`config.mk`:
```
export PLATFORM = sky130hd
export DESIGN_NAME = kidw_divider
export DESIGN_NICKNAME = d
export VERILOG_FILES = /design/src/knn_inverse_distance_weights_unit_defines.svh /design/src/kidw_divider.sv
export SDC_FILE = /design/constraint.sdc
export NUM_CORES = 1
export LEC_CHECK = 0
export ABC_AREA = 0
export BUFFER_PORTS_ARGS = -buffer_cell sky130_fd_sc_hd__buf_2
export CORE_MARGIN = 2
export CORE_UTILIZATION = 35
export CTS_BUF_LIST = sky130_fd_sc_hd__clkbuf_8
export CTS_CLUSTER_SIZE = 10
export DETAILED_ROUTE_END_ITERATION = 6
export SLEW_MARGIN = 10
export SYNTH_ARGS = -nofsm -noshare
export SYNTH_HDL_FRONTEND = slang
export SYNTH_SLANG_ARGS = --single-unit
```
`constraint.sdc`:
```
create_clock -name clk_i -period 4.13 [get_ports clk_i]
set_input_delay 0.6195 -clock clk_i [delete_from_list [all_inputs] [get_ports clk_i]]
set_output_delay 0.6195 -clock clk_i [all_outputs]
set_load 0.02 [all_outputs]
```
`src/knn_inverse_distance_weights_unit_defines.svh`:
```
// Assertion macros for the inverse-distance weights unit.
`ifndef KNN_INVERSE_DISTANCE_WEIGHTS_UNIT_DEFINES_SVH
`define KNN_INVERSE_DISTANCE_WEIGHTS_UNIT_DEFINES_SVH
`ifndef SYNTHESIS
`define KIDW_ASSERT(lbl, clk, rstn, prop) \
  lbl: assert property (@(posedge clk) disable iff (!rstn) prop) else $error("assertion failed");
`define KIDW_ASSERT_RST(lbl, clk, prop) \
  lbl: assert property (@(posedge clk) prop) else $error("assertion failed");
`else
`define KIDW_ASSERT(lbl, clk, rstn, prop)
`define KIDW_ASSERT_RST(lbl, clk, prop)
`endif
`endif

```
`src/kidw_divider.sv`:
```
// Shared restoring divider and square root, one result bit per cycle.
`timescale 1ns / 1ps
`default_nettype none
module kidw_divider (
  input  wire logic        clk_i,
  input  wire logic        rst_ni,
  input  wire logic        start_i,
  input  wire logic        sqrt_i,
  input  wire logic [63:0] num_i,
  input  wire logic [63:0] den_i,
  output logic             busy_o,
  output logic [63:0]      quo_o
);
  logic [63:0] num_q, num_d, quo_q, quo_d, den_q, den_d;
  logic [65:0] rem_q, rem_d;
  logic [6:0]  cnt_q, cnt_d;
  logic        sqrt_q, sqrt_d;
  logic [65:0] trial;
  logic [65:0] sh;

  // One step: shift in the next numerator bits and try a subtract.
  always_comb begin
    num_d = num_q; quo_d = quo_q; rem_d = rem_q; cnt_d = cnt_q;
    den_d = den_q; sqrt_d = sqrt_q; sh = '0; trial = '0;
    if (start_i) begin
      num_d = num_i; den_d = den_i; sqrt_d = sqrt_i; quo_d = '0; rem_d = '0;
      cnt_d = sqrt_i ? 7'd32 : 7'd64;
    end else if (cnt_q != 7'd0) begin
      if (sqrt_q) begin
        sh = {rem_q[63:0], num_q[63:62]};
        trial = sh - {quo_q, 2'b01};
        num_d = {num_q[61:0], 2'b00};
      end else begin
        sh = {rem_q[64:0], num_q[63]};
        trial = sh - {2'b00, den_q};
        num_d = {num_q[62:0], 1'b0};
      end
      if (!trial[65]) begin
        rem_d = trial; quo_d = {quo_q[62:0], 1'b1};
      end else begin
        rem_d = sh; quo_d = {quo_q[62:0], 1'b0};
      end
      cnt_d = cnt_q - 7'd1;
    end
  end

  always_ff @(posedge clk_i or negedge rst_ni) begin
    if (!rst_ni) begin
      cnt_q <= '0;
    end else begin
      cnt_q <= cnt_d;
    end
  end

  always_ff @(posedge clk_i) begin
    num_q <= num_d; quo_q <= quo_d; rem_q <= rem_d; den_q <= den_d; sqrt_q <= sqrt_d;
  end

  assign busy_o = (cnt_q != 7'd0);
  assign quo_o  = quo_q;
endmodule
`default_nettype wire

```
Word-level counts from Yosys, hierarchy flattened
Cells that the tools add are included.
{"block": "word_totals", "ff_bits": 265, "in_bits": 132, "out_inout_bits": 65, "elab_cells": 23}
{"block": "op_classes", "add_sub_neg": 3, "muxes": 12, "n_reduce_logical": 2}
{"operator": "$mux W66", "count": 3}
{"operator": "$mux W64", "count": 3}
{"operator": "$mux W65", "count": 2}
{"operator": "$sub A66 B64 Y66", "count": 1}
{"operator": "$sub A66 B66 Y66", "count": 1}
{"operator": "$mux W7", "count": 3}
{"operator": "$reduce_bool A7 Y1", "count": 1}
{"operator": "$sub A7 B1 Y7 const B", "count": 1}
{"operator": "$reduce_bool A2 Y1", "count": 1}
{"operator": "$mux W1", "count": 1}

Longest topological paths before layout
Gate-level depths: netlist of the first run.
{"block": "depth", "ltp_word": 5, "depth_mapped": 16, "mapped_depth_nobuf": 14}

Least setup slack after synthesis of the first run
OpenSTA, ideal clock, no wires.
{"block": "synth_path", "path_kind": "register to register", "startpoint": "register cnt_q[0]", "endpoint": "register num_q[0], enable pin", "setup_ns": 0.543, "arrival_time_ns": 2.964, "required_time_ns": 3.587, "setup_slack_ns": 0.623, "stages_incl_launch_ff": 10, "path_buffers": 1, "period_less_slack_ns": 3.507, "cell_sequence": "dfrtp_1 -> inv_1 -> ha_1 -> nand2_1 -> or3_1 -> nor2_1 -> inv_1 -> nor2_1 -> clkbuf_1 -> inv_1"}
{"block": "synth_between", "elab_chain_len": 2}
{"element": "start: declaration", "line": "kidw_divider.sv:16", "text": "logic [6:0] cnt_q, cnt_d;"}
{"element": "start signal: assignment", "line": "kidw_divider.sv:51", "text": "cnt_q <= cnt_d;"}
{"element": "$reduce_bool A7 Y1", "line": "kidw_divider.sv:28", "text": "end else if (cnt_q != 7'd0) begin"}
{"element": "$reduce_bool A2 Y1 (no source line)"}
{"element": "end signal: assignment", "line": "kidw_divider.sv:56", "text": "num_q <= num_d; quo_q <= quo_d; rem_q <= rem_d; den_q <= den_d; sqrt_q <= sqrt_d;"}
{"element": "end: declaration", "line": "kidw_divider.sv:14", "text": "logic [63:0] num_q, num_d, quo_q, quo_d, den_q, den_d;"}
No other way between the ends.
A chain may end at the register's enable or synchronous reset.

Final worst setup path of the first run
{"block": "layout_path", "startpoint": "register rem_q[15]", "endpoint": "register rem_q[21]"}
{"block": "layout_between", "elab_chain_len": 5, "word_cells_on_any_way": 6, "classes_between": "add/sub: 2; mux: 4"}
{"element": "start: declaration", "line": "kidw_divider.sv:15", "text": "logic [65:0] rem_q, rem_d;"}
{"element": "start signal: assignment", "line": "kidw_divider.sv:56"}
{"element": "$sub A66 B64 Y66 / $sub A66 B66 Y66 (equally long branches)", "line": "kidw_divider.sv:35, kidw_divider.sv:31"}
{"element": "$mux W66 *", "line": "kidw_divider.sv:29", "text": "if (sqrt_q) begin"}
{"element": "$mux W66 *", "line": "kidw_divider.sv:28"}
{"element": "$mux W66 *", "line": "kidw_divider.sv:25", "text": "if (start_i) begin"}
{"element": "$mux W65 *", "line": "kidw_divider.sv:38", "text": "if (!trial[65]) begin"}
Mark *: on every way between the ends. The rest lies on a longest branch, timed or not. The select of a mux whose other input is x is not followed.

==> impl_results.html, run 1 <==
<table>
<tr><th>Metric</th><th>Value</th></tr>
<tr><th colspan="2">Logic synthesis</th></tr>
<tr><td>Yosys synthesis warning count</td><td>0</td></tr>
<tr><td>Synthesized area divided by synthesized cell count</td><td>around 8.2 sq um</td></tr>
<tr><td>Most used flip-flop cell after synthesis</td><td>edfxtp_1</td></tr>
<tr><td>Post-synth net total</td><td>~2700</td></tr>
<tr><td>Post-synth EDFFs</td><td>129</td></tr>
<tr><td>Sequential element share of the synthesized area</td><td>approximately 33%</td></tr>
<tr><td>Distinct cells, synth</td><td>slightly below 90</td></tr>
<tr><td>Post-Syn Instances</td><td>roughly 2400</td></tr>
<tr><td>Ys async rst share</td><td>2.642%</td></tr>
<tr><td>Post-synth design cell area</td><td>approximately 20000 sq um</td></tr>
<tr><td>Number of synthesized register bits</td><td>265</td></tr>
<tr><th colspan="2">Detailed routing</th></tr>
<tr><td>DR vias</td><td>around 19000</td></tr>
<tr><td>Vias per inst</td><td>5.513</td></tr>
<tr><td>Detailed router's first-iteration violation count</td><td>about 1400</td></tr>
<tr><td>Length of routed met3 wiring</td><td>between 2 and 3 mm</td></tr>
<tr><td>Number of iterations in the first detailed-routing pass</td><td>6</td></tr>
<tr><td>Highest routing layer actually used</td><td>met4</td></tr>
<tr><td>Sum of routed wire segments on met1</td><td>roughly 28 mm</td></tr>
<tr><td>DRC violations left</td><td>0</td></tr>
<tr><td>Average wire per standard cell</td><td>19.85 um</td></tr>
<tr><td>Routed wire length on met2</td><td>35.30 mm</td></tr>
<tr><td>Post-DRT Antenna Nets</td><td>0</td></tr>
<tr><td>Total wire length</td><td>67.90 mm</td></tr>
<tr><th colspan="2">Clock network</th></tr>
<tr><td>Clk_lat worst skew</td><td>around 0.7 ns</td></tr>
<tr><td>Num Clock Sinks</td><td>roughly 270</td></tr>
<tr><td>Clock-pin slew on the worst setup and hold paths</td><td>0.07 ns</td></tr>
<tr><td>Clock buffers created by TritonCTS</td><td>52</td></tr>
<tr><td>Largest buffer count on any clock path</td><td>3</td></tr>
<tr><td>Clock tree root buffer cell</td><td>clkbuf_8</td></tr>
<tr><td>TritonCTS clock tree</td><td>built</td></tr>
<tr><td>CTS H-tree lvls</td><td>2</td></tr>
<tr><th colspan="2">Floorplanning</th></tr>
<tr><td>Area of the core</td><td>about 56000 sq um</td></tr>
<tr><td>Overall die width</td><td>242.5 um</td></tr>
<tr><td>I/O pin total</td><td>between 150 and 200</td></tr>
<tr><td>Row count</td><td>87</td></tr>
<tr><td>Vertical die dimension</td><td>about 240 um</td></tr>
<tr><td>Effective utilization at floorplan</td><td>between 30% and 40%</td></tr>
<tr><td>Full die area</td><td>around 59000 sq um</td></tr>
<tr><th colspan="2">Global routing</th></tr>
<tr><td>Largest net degree at the start of global routing</td><td>between 150 and 200</td></tr>
<tr><td>Initial antenna violation count</td><td>0</td></tr>
<tr><td>Global route total overflow</td><td>0</td></tr>
<tr><td>Total Routing Usage GR</td><td>between 20% and 30%</td></tr>
<tr><td>Via count of the first global-routing pass</td><td>18260</td></tr>
<tr><td>First-pass GRT wire length</td><td>a little over 100 mm</td></tr>
<tr><th colspan="2">Placement</th></tr>
<tr><td>Half-perimeter wire length of the detailed placement result</td><td>roughly 52 mm</td></tr>
<tr><td>Count of buffers inserted at the top-level ports</td><td>between 150 and 200</td></tr>
<tr><td>Instance area after placement</td><td>21910 sq um</td></tr>
<tr><td>Final weighted congestion in routability-driven placement</td><td>between 0.9 and 1</td></tr>
<tr><td>Cells after DPL</td><td>3322</td></tr>
<tr><th colspan="2">Setup path</th></tr>
<tr><td>Maximum single-stage delay on the critical path</td><td>~0.56 ns</td></tr>
<tr><td>Crit path arrival time</td><td>~4.5 ns</td></tr>
<tr><td>CP max FO</td><td>23</td></tr>
<tr><td>Category of the critical setup timing path</td><td>flip-flop to flip-flop</td></tr>
<tr><td>Crit path launch type</td><td>flip-flop</td></tr>
<tr><td>Buffer and inverter count on the worst path</td><td>1</td></tr>
<tr><td>Category of the worst setup path capture point</td><td>flip-flop</td></tr>
<tr><td>CP max stage cell</td><td>or4_1</td></tr>
<tr><td>Required time reported for the critical path endpoint</td><td>roughly 4.7 ns</td></tr>
<tr><td>Crit path max-delay family</td><td>simple AND/OR/NAND/NOR gates</td></tr>
<tr><td>Cell breakdown of the critical path</td><td>ha_2 &gt; nand2_1 &gt; or4_1 &gt; a21oi_2 &gt; o31a_1 &gt; o21bai_1 &gt; nand3_1 &gt; xor2_4 &gt; buf_12 &gt; and2_2 &gt; mux2_2 &gt; o21ai_0 &gt; nand2_1</td></tr>
<tr><td>Cell type with the highest occurrence count on the critical path</td><td>nand2_1</td></tr>
<tr><th colspan="2">STA</th></tr>
<tr><td>Worst-case clock skew</td><td>roughly 0.036 ns</td></tr>
<tr><td>Final-report max-slew violation count</td><td>0</td></tr>
<tr><td>Aggregate negative setup slack</td><td>0 ns</td></tr>
<tr><td>Hold violation total from the final report</td><td>0</td></tr>
<tr><td>Highest achievable clock rate</td><td>~0.26 GHz</td></tr>
<tr><td>Worst-case hold slack</td><td>roughly 0.11 ns</td></tr>
<tr><td>Period utilization</td><td>a little over nine tenths</td></tr>
<tr><td>Setup repair after global routing missed its margin</td><td>no</td></tr>
<tr><td>Slew Limit Headroom</td><td>roughly a third</td></tr>
<tr><td>Setup violations, final</td><td>0</td></tr>
<tr><td>Transition time at the pin with the least slew margin</td><td>0.9865 ns</td></tr>
<tr><td>Post-layout min period</td><td>slightly below 4 ns</td></tr>
<tr><th colspan="2">Final layout</th></tr>
<tr><td>Area Growth Syn to Fin</td><td>16.03%</td></tr>
<tr><td>Antenna Diode Count</td><td>0</td></tr>
<tr><td>Final instance count without filler cells</td><td>between 3000 and 4000</td></tr>
<tr><td>Most common cell after layout, fill and taps aside</td><td>nand2_1</td></tr>
<tr><td>Fraction of final layout cells sized beyond drive strength 1</td><td>between 10% and 20%</td></tr>
<tr><td>Most used cells in the layout excluding fill and tap cells</td><td>nand2_1 (390), a21oi_1 (262), buf_2 (195)</td></tr>
<tr><td>Number of fillers in the final layout</td><td>5788</td></tr>
<tr><td>Register cell area after layout</td><td>~6600 sq um</td></tr>
<tr><td>Final Cell Area</td><td>between 20000 and 25000 sq um</td></tr>
<tr><td>Count of nets after finishing</td><td>2884</td></tr>
<tr><td>Area of combinational cells with multiple inputs</td><td>12150 sq um</td></tr>
<tr><th colspan="2">Power and ir drop</th></tr>
<tr><td>Tot Pwr</td><td>~18 mW</td></tr>
<tr><td>Power density over the cells</td><td>about 800 nW/um^2</td></tr>
<tr><td>Total leakage power</td><td>9.965 nW</td></tr>
<tr><td>IR Drop Worst-Case VDD</td><td>roughly 0.4 mV</td></tr>
<tr><th colspan="2">Outcome</th></tr>
<tr><td>Status</td><td>finished clean</td></tr>
<tr><th colspan="2">Job</th></tr>
<tr><td>Max-cap check violation count</td><td>0</td></tr>
<tr><th colspan="2">Min path</th></tr>
<tr><td>Class of the worst hold path</td><td>primary input to flip-flop</td></tr>
</table>
-- per-stage QoR --
stage | util, % | worst slack [ns]
final | 41.03 | 0.2294
after global routing | 41.03 | 0.01690
after CTS | 40.93 | 0.01731
after detailed placement | 38.94 | 0.04610
after global placement | 38.94 | 0.06651
after floorplan | - | 0.6231
-- state kept, by name, indices dropped and copies added (netlist names) --
name / count
rem_q: 65
num_q: 64
sqrt_q: 1
den_q: 64
cnt_q: 7
quo_o: 64
-- Yosys cell counts (all sizes together) (13+ instances only) --
cell	n	area [sq um]
o31ai	16	125.1
o211ai	42	315.3
clkbuf	105	394.1
o21a	22	165.2
xnor2	69	604.3
a211oi	19	147.6
nand4	43	275.3
a31oi	17	112.6
mux2	15	168.9
a21o	60	450.4
a32o	14	140.1
nor2	119	449.2
xor2	51	465.5
nor3	27	135.1
edfxtp	129	3874
nor2b	16	100.1
ha	129	1614
a21oi	266	1335
nand3	34	170.2
buf	29	151.4
inv	174	653.1
o21ai	179	895.9
mux2i	102	1033
and2	15	93.84
dfxtp	129	2582
o21bai	31	232.7
a22o	13	113.9
nand2	394	1486
-- where the power goes --
group | switching (mW) | total, mW | internal, mW
clock network | 1.31 | 2.86 | 1.55
registers | 0.571 | 3.90 | 3.33
logic | 6.95 | 11.6 | 4.67
total | 8.83 | 18.4 | 9.55
-- final timing paths --
check | slack [ns] | start | cells after the start | endpoint
max | 0.23 | rem_q[15] | 13 | rem_q[21]
max in group asynchronous | 3.64 | rst_ni | 2 | cnt_q[0]
max reg2reg | 0.23 | rem_q[15] | 13 | rem_q[21]
min in group asynchronous | 0.32 | rst_ni | 2 | cnt_q[6]
min | 0.11 | den_i[32] | 1 | den_q[32]
min reg2reg | 0.48 | quo_o[13] | 2 | quo_o[13]
-- worst reg2reg max path: stages, from the launching register on --
cell	delay (ns)
dfxtp_1	0.40
ha_2	0.47
nand2_1	0.14
or4_1	0.56
a21oi_2	0.17
o31a_1	0.28
o21bai_1	0.11
nand3_1	0.23
xor2_4	0.29
buf_12	0.23
and2_2	0.27
mux2_2	0.36
o21ai_0	0.18
nand2_1	0.08
-- cell families (layout without fill, tap and decap cells) --
group / Yosys count / in the layout / share of synthesized area (%)
fa+ha+maj: 130 / 130 / 8.211
buf+inv: 308 / 541 / 6.023
flops: 265 / 265 / 33.32
xor+xnor: 120 / 120 / 5.376
simple gates: 712 / 712 / 15.88
mux: 122 / 122 / 6.608
compound gates: 775 / 775 / 24.58
-- area by class of cell --
type	count	area share [%]
Multi-Input combinational cell	1859	52.63
Sequential cell	265	28.72
Timing Repair Buffer	270	6.920
Tap cell	756	4.097
Clock buffer	61	3.636
Inverter	174	2.829
Clock inverter	36	1.170
-- per-layer routing --
layer / vias up / global-route usage [%]
met4: 0 / 8.115
met3: 106 / 2.515
met5: - / 0
met2: 491 / 41.15
li1: 9216 / -
met1: 9046 / 25.99
-- timing repair --
item                       4_1_cts  5_1_grt
hold buffers                     1        0
buffers inserted                 0        1
hold endpoints to repair         7        0
gates resized for setup          0       13
setup endpoints to repair        0       27
(Power assumes the default switching activity.)
==> run 2: changes to the inputs <==
--- a/config.mk
+++ b/config.mk
@@ -9,3 +9,3 @@
 export BUFFER_PORTS_ARGS = -buffer_cell sky130_fd_sc_hd__buf_2
-export CORE_MARGIN = 2
+export CORE_MARGIN = 8
 export CORE_UTILIZATION = 35
--- a/constraint.sdc
+++ b/constraint.sdc
@@ -3,2 +3,2 @@
 set_output_delay 0.6195 -clock clk_i [all_outputs]
-set_load 0.02 [all_outputs]
+set_load 0.05 [all_outputs]
==> run 2 against run 1 <==
The run now ends with DRC left. Critical endpoint is now rem_q[61]. Final area decreased by 0.89%. Sequential cell count unchanged. Non-clock buffer count decreased by 3. Die area increased by 10%. Fmax decreased by 0.36%. First-iteration DRC count decreased by 21%.
==> impl_results.html, run 2 (synthesis results as in run 1) <==
<table>
<tr><th>Metric</th><th>Value</th></tr>
<tr><th colspan="2">Final layout</th></tr>
<tr><td>Most used cells in the layout excluding fill and tap cells</td><td>nand2_1 (391), a21oi_1 (263), buf_2 (195)</td></tr>
<tr><td>Register cell area after layout</td><td>6631 sq um (unchanged)</td></tr>
<tr><td>Area of combinational cells with multiple inputs</td><td>12130 sq um (-0.14%)</td></tr>
<tr><td>Count of nets after finishing</td><td>2882 (-0.069%)</td></tr>
<tr><td>Largest register FFs</td><td>65 (unchanged)</td></tr>
<tr><td>Fraction of final layout cells sized beyond drive strength 1</td><td>14.59% (-0.57 points)</td></tr>
<tr><td>Biggest register</td><td>rem_q</td></tr>
<tr><td>Antenna Diode Count</td><td>0 (unchanged)</td></tr>
<tr><td>Most common cell after layout, fill and taps aside</td><td>nand2_1</td></tr>
<tr><td>Number of fillers in the final layout</td><td>5880 (+1.6%)</td></tr>
<tr><td>Final core utilization</td><td>40.66% (-0.36 points)</td></tr>
<tr><td>Area Growth Syn to Fin</td><td>15.00%</td></tr>
<tr><th colspan="2">Floorplanning</th></tr>
<tr><td>Effective utilization at floorplan</td><td>35.36% (unchanged)</td></tr>
<tr><td>Overall die width</td><td>254.5 um (+4.9%)</td></tr>
<tr><td>Full die area</td><td>64740 sq um (+10%)</td></tr>
<tr><td>Row count</td><td>87 (unchanged)</td></tr>
<tr><td>Area of the core</td><td>56280 sq um (unchanged)</td></tr>
<tr><td>I/O pin total</td><td>197 (unchanged)</td></tr>
<tr><td>Vertical die dimension</td><td>254.5 um (+4.9%)</td></tr>
<tr><th colspan="2">Global routing</th></tr>
<tr><td>Global route total overflow</td><td>0 (unchanged)</td></tr>
<tr><td>Total Routing Usage GR</td><td>20.27% (-1.9 points)</td></tr>
<tr><td>First-pass GRT wire length</td><td>104.0 mm (+1.0%)</td></tr>
<tr><td>Initial antenna violation count</td><td>0 (unchanged)</td></tr>
<tr><td>Largest net degree at the start of global routing</td><td>155 (unchanged)</td></tr>
<tr><td>Via count of the first global-routing pass</td><td>18710 (+2.5%)</td></tr>
<tr><th colspan="2">Setup path</th></tr>
<tr><td>Crit path max-delay family</td><td>simple AND/OR/NAND/NOR gates</td></tr>
<tr><td>Maximum single-stage delay on the critical path</td><td>0.58 ns (+0.02 ns)</td></tr>
<tr><td>Category of the critical setup timing path</td><td>flip-flop to flip-flop</td></tr>
<tr><td>Required time reported for the critical path endpoint</td><td>4.69 ns (about the same)</td></tr>
<tr><td>CP max FO</td><td>11 (-52%)</td></tr>
<tr><td>Cell type with the highest occurrence count on the critical path</td><td>buf_4</td></tr>
<tr><td>Buffer and inverter count on the worst path</td><td>2 (+1)</td></tr>
<tr><td>Crit path launch type</td><td>flip-flop</td></tr>
<tr><td>Category of the worst setup path capture point</td><td>flip-flop</td></tr>
<tr><td>Cell breakdown of the critical path</td><td>ha_2 &gt; nand4_1 &gt; or4_1 &gt; a21oi_2 &gt; o31a_1 &gt; o21bai_1 &gt; nand3_1 &gt; buf_4 &gt; xor2_4 &gt; mux2_1 &gt; buf_4 &gt; mux2_2 &gt; o221ai_1 &gt; o21ai_1</td></tr>
<tr><td>Setup slack on the worst flop-to-flop path</td><td>0.22 ns (about the same)</td></tr>
<tr><td>CP max stage cell</td><td>or4_1</td></tr>
<tr><td>Crit path arrival time</td><td>4.47 ns (+0.02 ns)</td></tr>
<tr><th colspan="2">STA</th></tr>
<tr><td>Aggregate negative setup slack</td><td>0 ns (unchanged)</td></tr>
<tr><td>Crit path setup slack, layout</td><td>0.2155 ns (-0.01391 ns)</td></tr>
<tr><td>Highest achievable clock rate</td><td>0.2555 GHz (-0.36%)</td></tr>
<tr><td>Period utilization</td><td>94.78% (+0.34 points)</td></tr>
<tr><td>Setup repair after global routing missed its margin</td><td>no</td></tr>
<tr><td>Final-report max-slew violation count</td><td>0 (unchanged)</td></tr>
<tr><td>Post-layout min period</td><td>3.915 ns (+0.01391 ns)</td></tr>
<tr><td>Slew Limit Headroom</td><td>28.04% (-6.2 points)</td></tr>
<tr><td>Worst-case clock skew</td><td>0.04584 ns (+0.009601 ns)</td></tr>
<tr><td>Setup violations, final</td><td>0 (unchanged)</td></tr>
<tr><td>Hold violation total from the final report</td><td>0 (unchanged)</td></tr>
<tr><td>Transition time at the pin with the least slew margin</td><td>1.079 ns (+0.09289 ns)</td></tr>
<tr><th colspan="2">Clock network</th></tr>
<tr><td>TritonCTS clock tree</td><td>built</td></tr>
<tr><td>Num Clock Sinks</td><td>265 (unchanged)</td></tr>
<tr><td>Clock tree root buffer cell</td><td>clkbuf_8</td></tr>
<tr><td>Clock buffers created by TritonCTS</td><td>53 (+1.9%)</td></tr>
<tr><td>CTS H-tree lvls</td><td>2 (unchanged)</td></tr>
<tr><td>Count of buffers added by post-CTS timing repair for setup</td><td>0 (unchanged)</td></tr>
<tr><td>Largest buffer count on any clock path</td><td>3 (unchanged)</td></tr>
<tr><td>Clk_lat worst skew</td><td>0.68 ns (about the same)</td></tr>
<tr><td>Clock-pin slew on the worst setup and hold paths</td><td>0.06 ns (about the same)</td></tr>
<tr><th colspan="2">Detailed routing</th></tr>
<tr><td>Detailed router's first-iteration violation count</td><td>1121 (-21%)</td></tr>
<tr><td>Total wire length</td><td>67.67 mm (-0.35%)</td></tr>
<tr><td>Vias per inst</td><td>5.433 (-1.5%)</td></tr>
<tr><td>Post-DRT Antenna Nets</td><td>0 (unchanged)</td></tr>
<tr><td>Average wire per standard cell</td><td>19.81 um (-0.20%)</td></tr>
<tr><td>DR vias</td><td>18560 (-1.6%)</td></tr>
<tr><td>Number of iterations in the first detailed-routing pass</td><td>7 (+1)</td></tr>
<tr><td>DRC violations left</td><td>2 (+2)</td></tr>
<tr><th colspan="2">Outcome</th></tr>
<tr><td>Failing checks</td><td>DRC</td></tr>
<tr><td>Status</td><td>finished with violations</td></tr>
<tr><th colspan="2">Placement</th></tr>
<tr><td>Final weighted congestion in routability-driven placement</td><td>0.9232 (+0.42%)</td></tr>
<tr><td>Half-perimeter wire length of the detailed placement result</td><td>52.62 mm (+0.44%)</td></tr>
<tr><td>Count of buffers inserted at the top-level ports</td><td>196 (unchanged)</td></tr>
<tr><td>Setup Slack @ Placement</td><td>0.03147 ns (-0.01464 ns)</td></tr>
<tr><th colspan="2">Power and ir drop</th></tr>
<tr><td>IR Drop Worst-Case VDD</td><td>0.4317 mV (+5.3%)</td></tr>
<tr><td>Power density over the cells</td><td>787.0 nW/um^2 (-1.1%)</td></tr>
<tr><td>Total leakage power</td><td>9.891 nW (-0.73%)</td></tr>
<tr><td>Tot Pwr</td><td>18.01 mW (-2.0%)</td></tr>
<tr><th colspan="2">Job</th></tr>
<tr><td>Max-cap check violation count</td><td>0 (unchanged)</td></tr>
<tr><th colspan="2">Min path</th></tr>
<tr><td>Class of the worst hold path</td><td>primary input to flip-flop</td></tr>
</table>
==> run 2: changes by cell type in the layout (fill, tap and decap cells not counted), moves of 2 or more <==
cell	before	now
inv_16	2	0
buf_12	4	2
inv_1	189	194
clkbuf_8	62	57
bufinv_16	3	0
==> run 2: final cells by class <==
cell class	count	share of cell area, %
multi-input cells	1859	53.02
flip-flops and latches	265	28.98
repair buffers	267	6.780
well taps	756	4.133
clock buffers	57	3.428
inverters	174	2.854
clock inverters	38	0.8037
==> run 2: timing repair <==
item / CTS / global route
resized for setup: 1 / 7
pin swaps: 0 / 1
hold buffers: 1 / 0
hold endpoints to repair: 7 / 0
endpoints found under the setup margin: 1 / 33
==> run 2: report_power, final <==
group	leakage, nW	switching [mW]	internal [mW]	total, mW
Clock	0.588	1.25	1.28	2.53
Sequential	2.48	0.585	3.33	3.92
Combinational	6.82	6.87	4.69	11.6
==> run 2: per-layer routing <==
layer / track usage [%] / up-vias / share of wire, %
met4: 9.185 / 0 / 4.5
met3: 2.455 / 152 / 3.7
met2: 37.64 / 454 / 52
met5: 0 / - / 0
met1: 23.00 / 8756 / 40
li1: - / 9196 / -
==> run 2: through the flow <==
| stage | cell area [sq um] | hold WS, ns | std cells |
|---|---|---|---|
| after global placement | 21880 | 0.4631 | 3320 |
| after detailed placement | 21880 | 0.4644 | 3320 |
| after CTS | 22860 | 0.06072 | 3416 |
| after global routing | 22880 | 0.08218 | 3416 |
| after floorplan | 19900 | 0.3239 | 2432 |
| final | 22880 | 0.1211 | 3416 |
==> run 2: final timing paths <==
kind                                start   endpoint  cells past startpoint
worst min-delay path             den_i[3]   den_q[3]                      1
max in group asynchronous          rst_ni   cnt_q[2]                      2
worst min register to register   quo_o[8]   quo_o[9]                      2
min in group asynchronous          rst_ni   cnt_q[6]                      2
worst max-delay path            rem_q[13]  rem_q[61]                     14
worst max register to register  rem_q[13]  rem_q[61]                     14
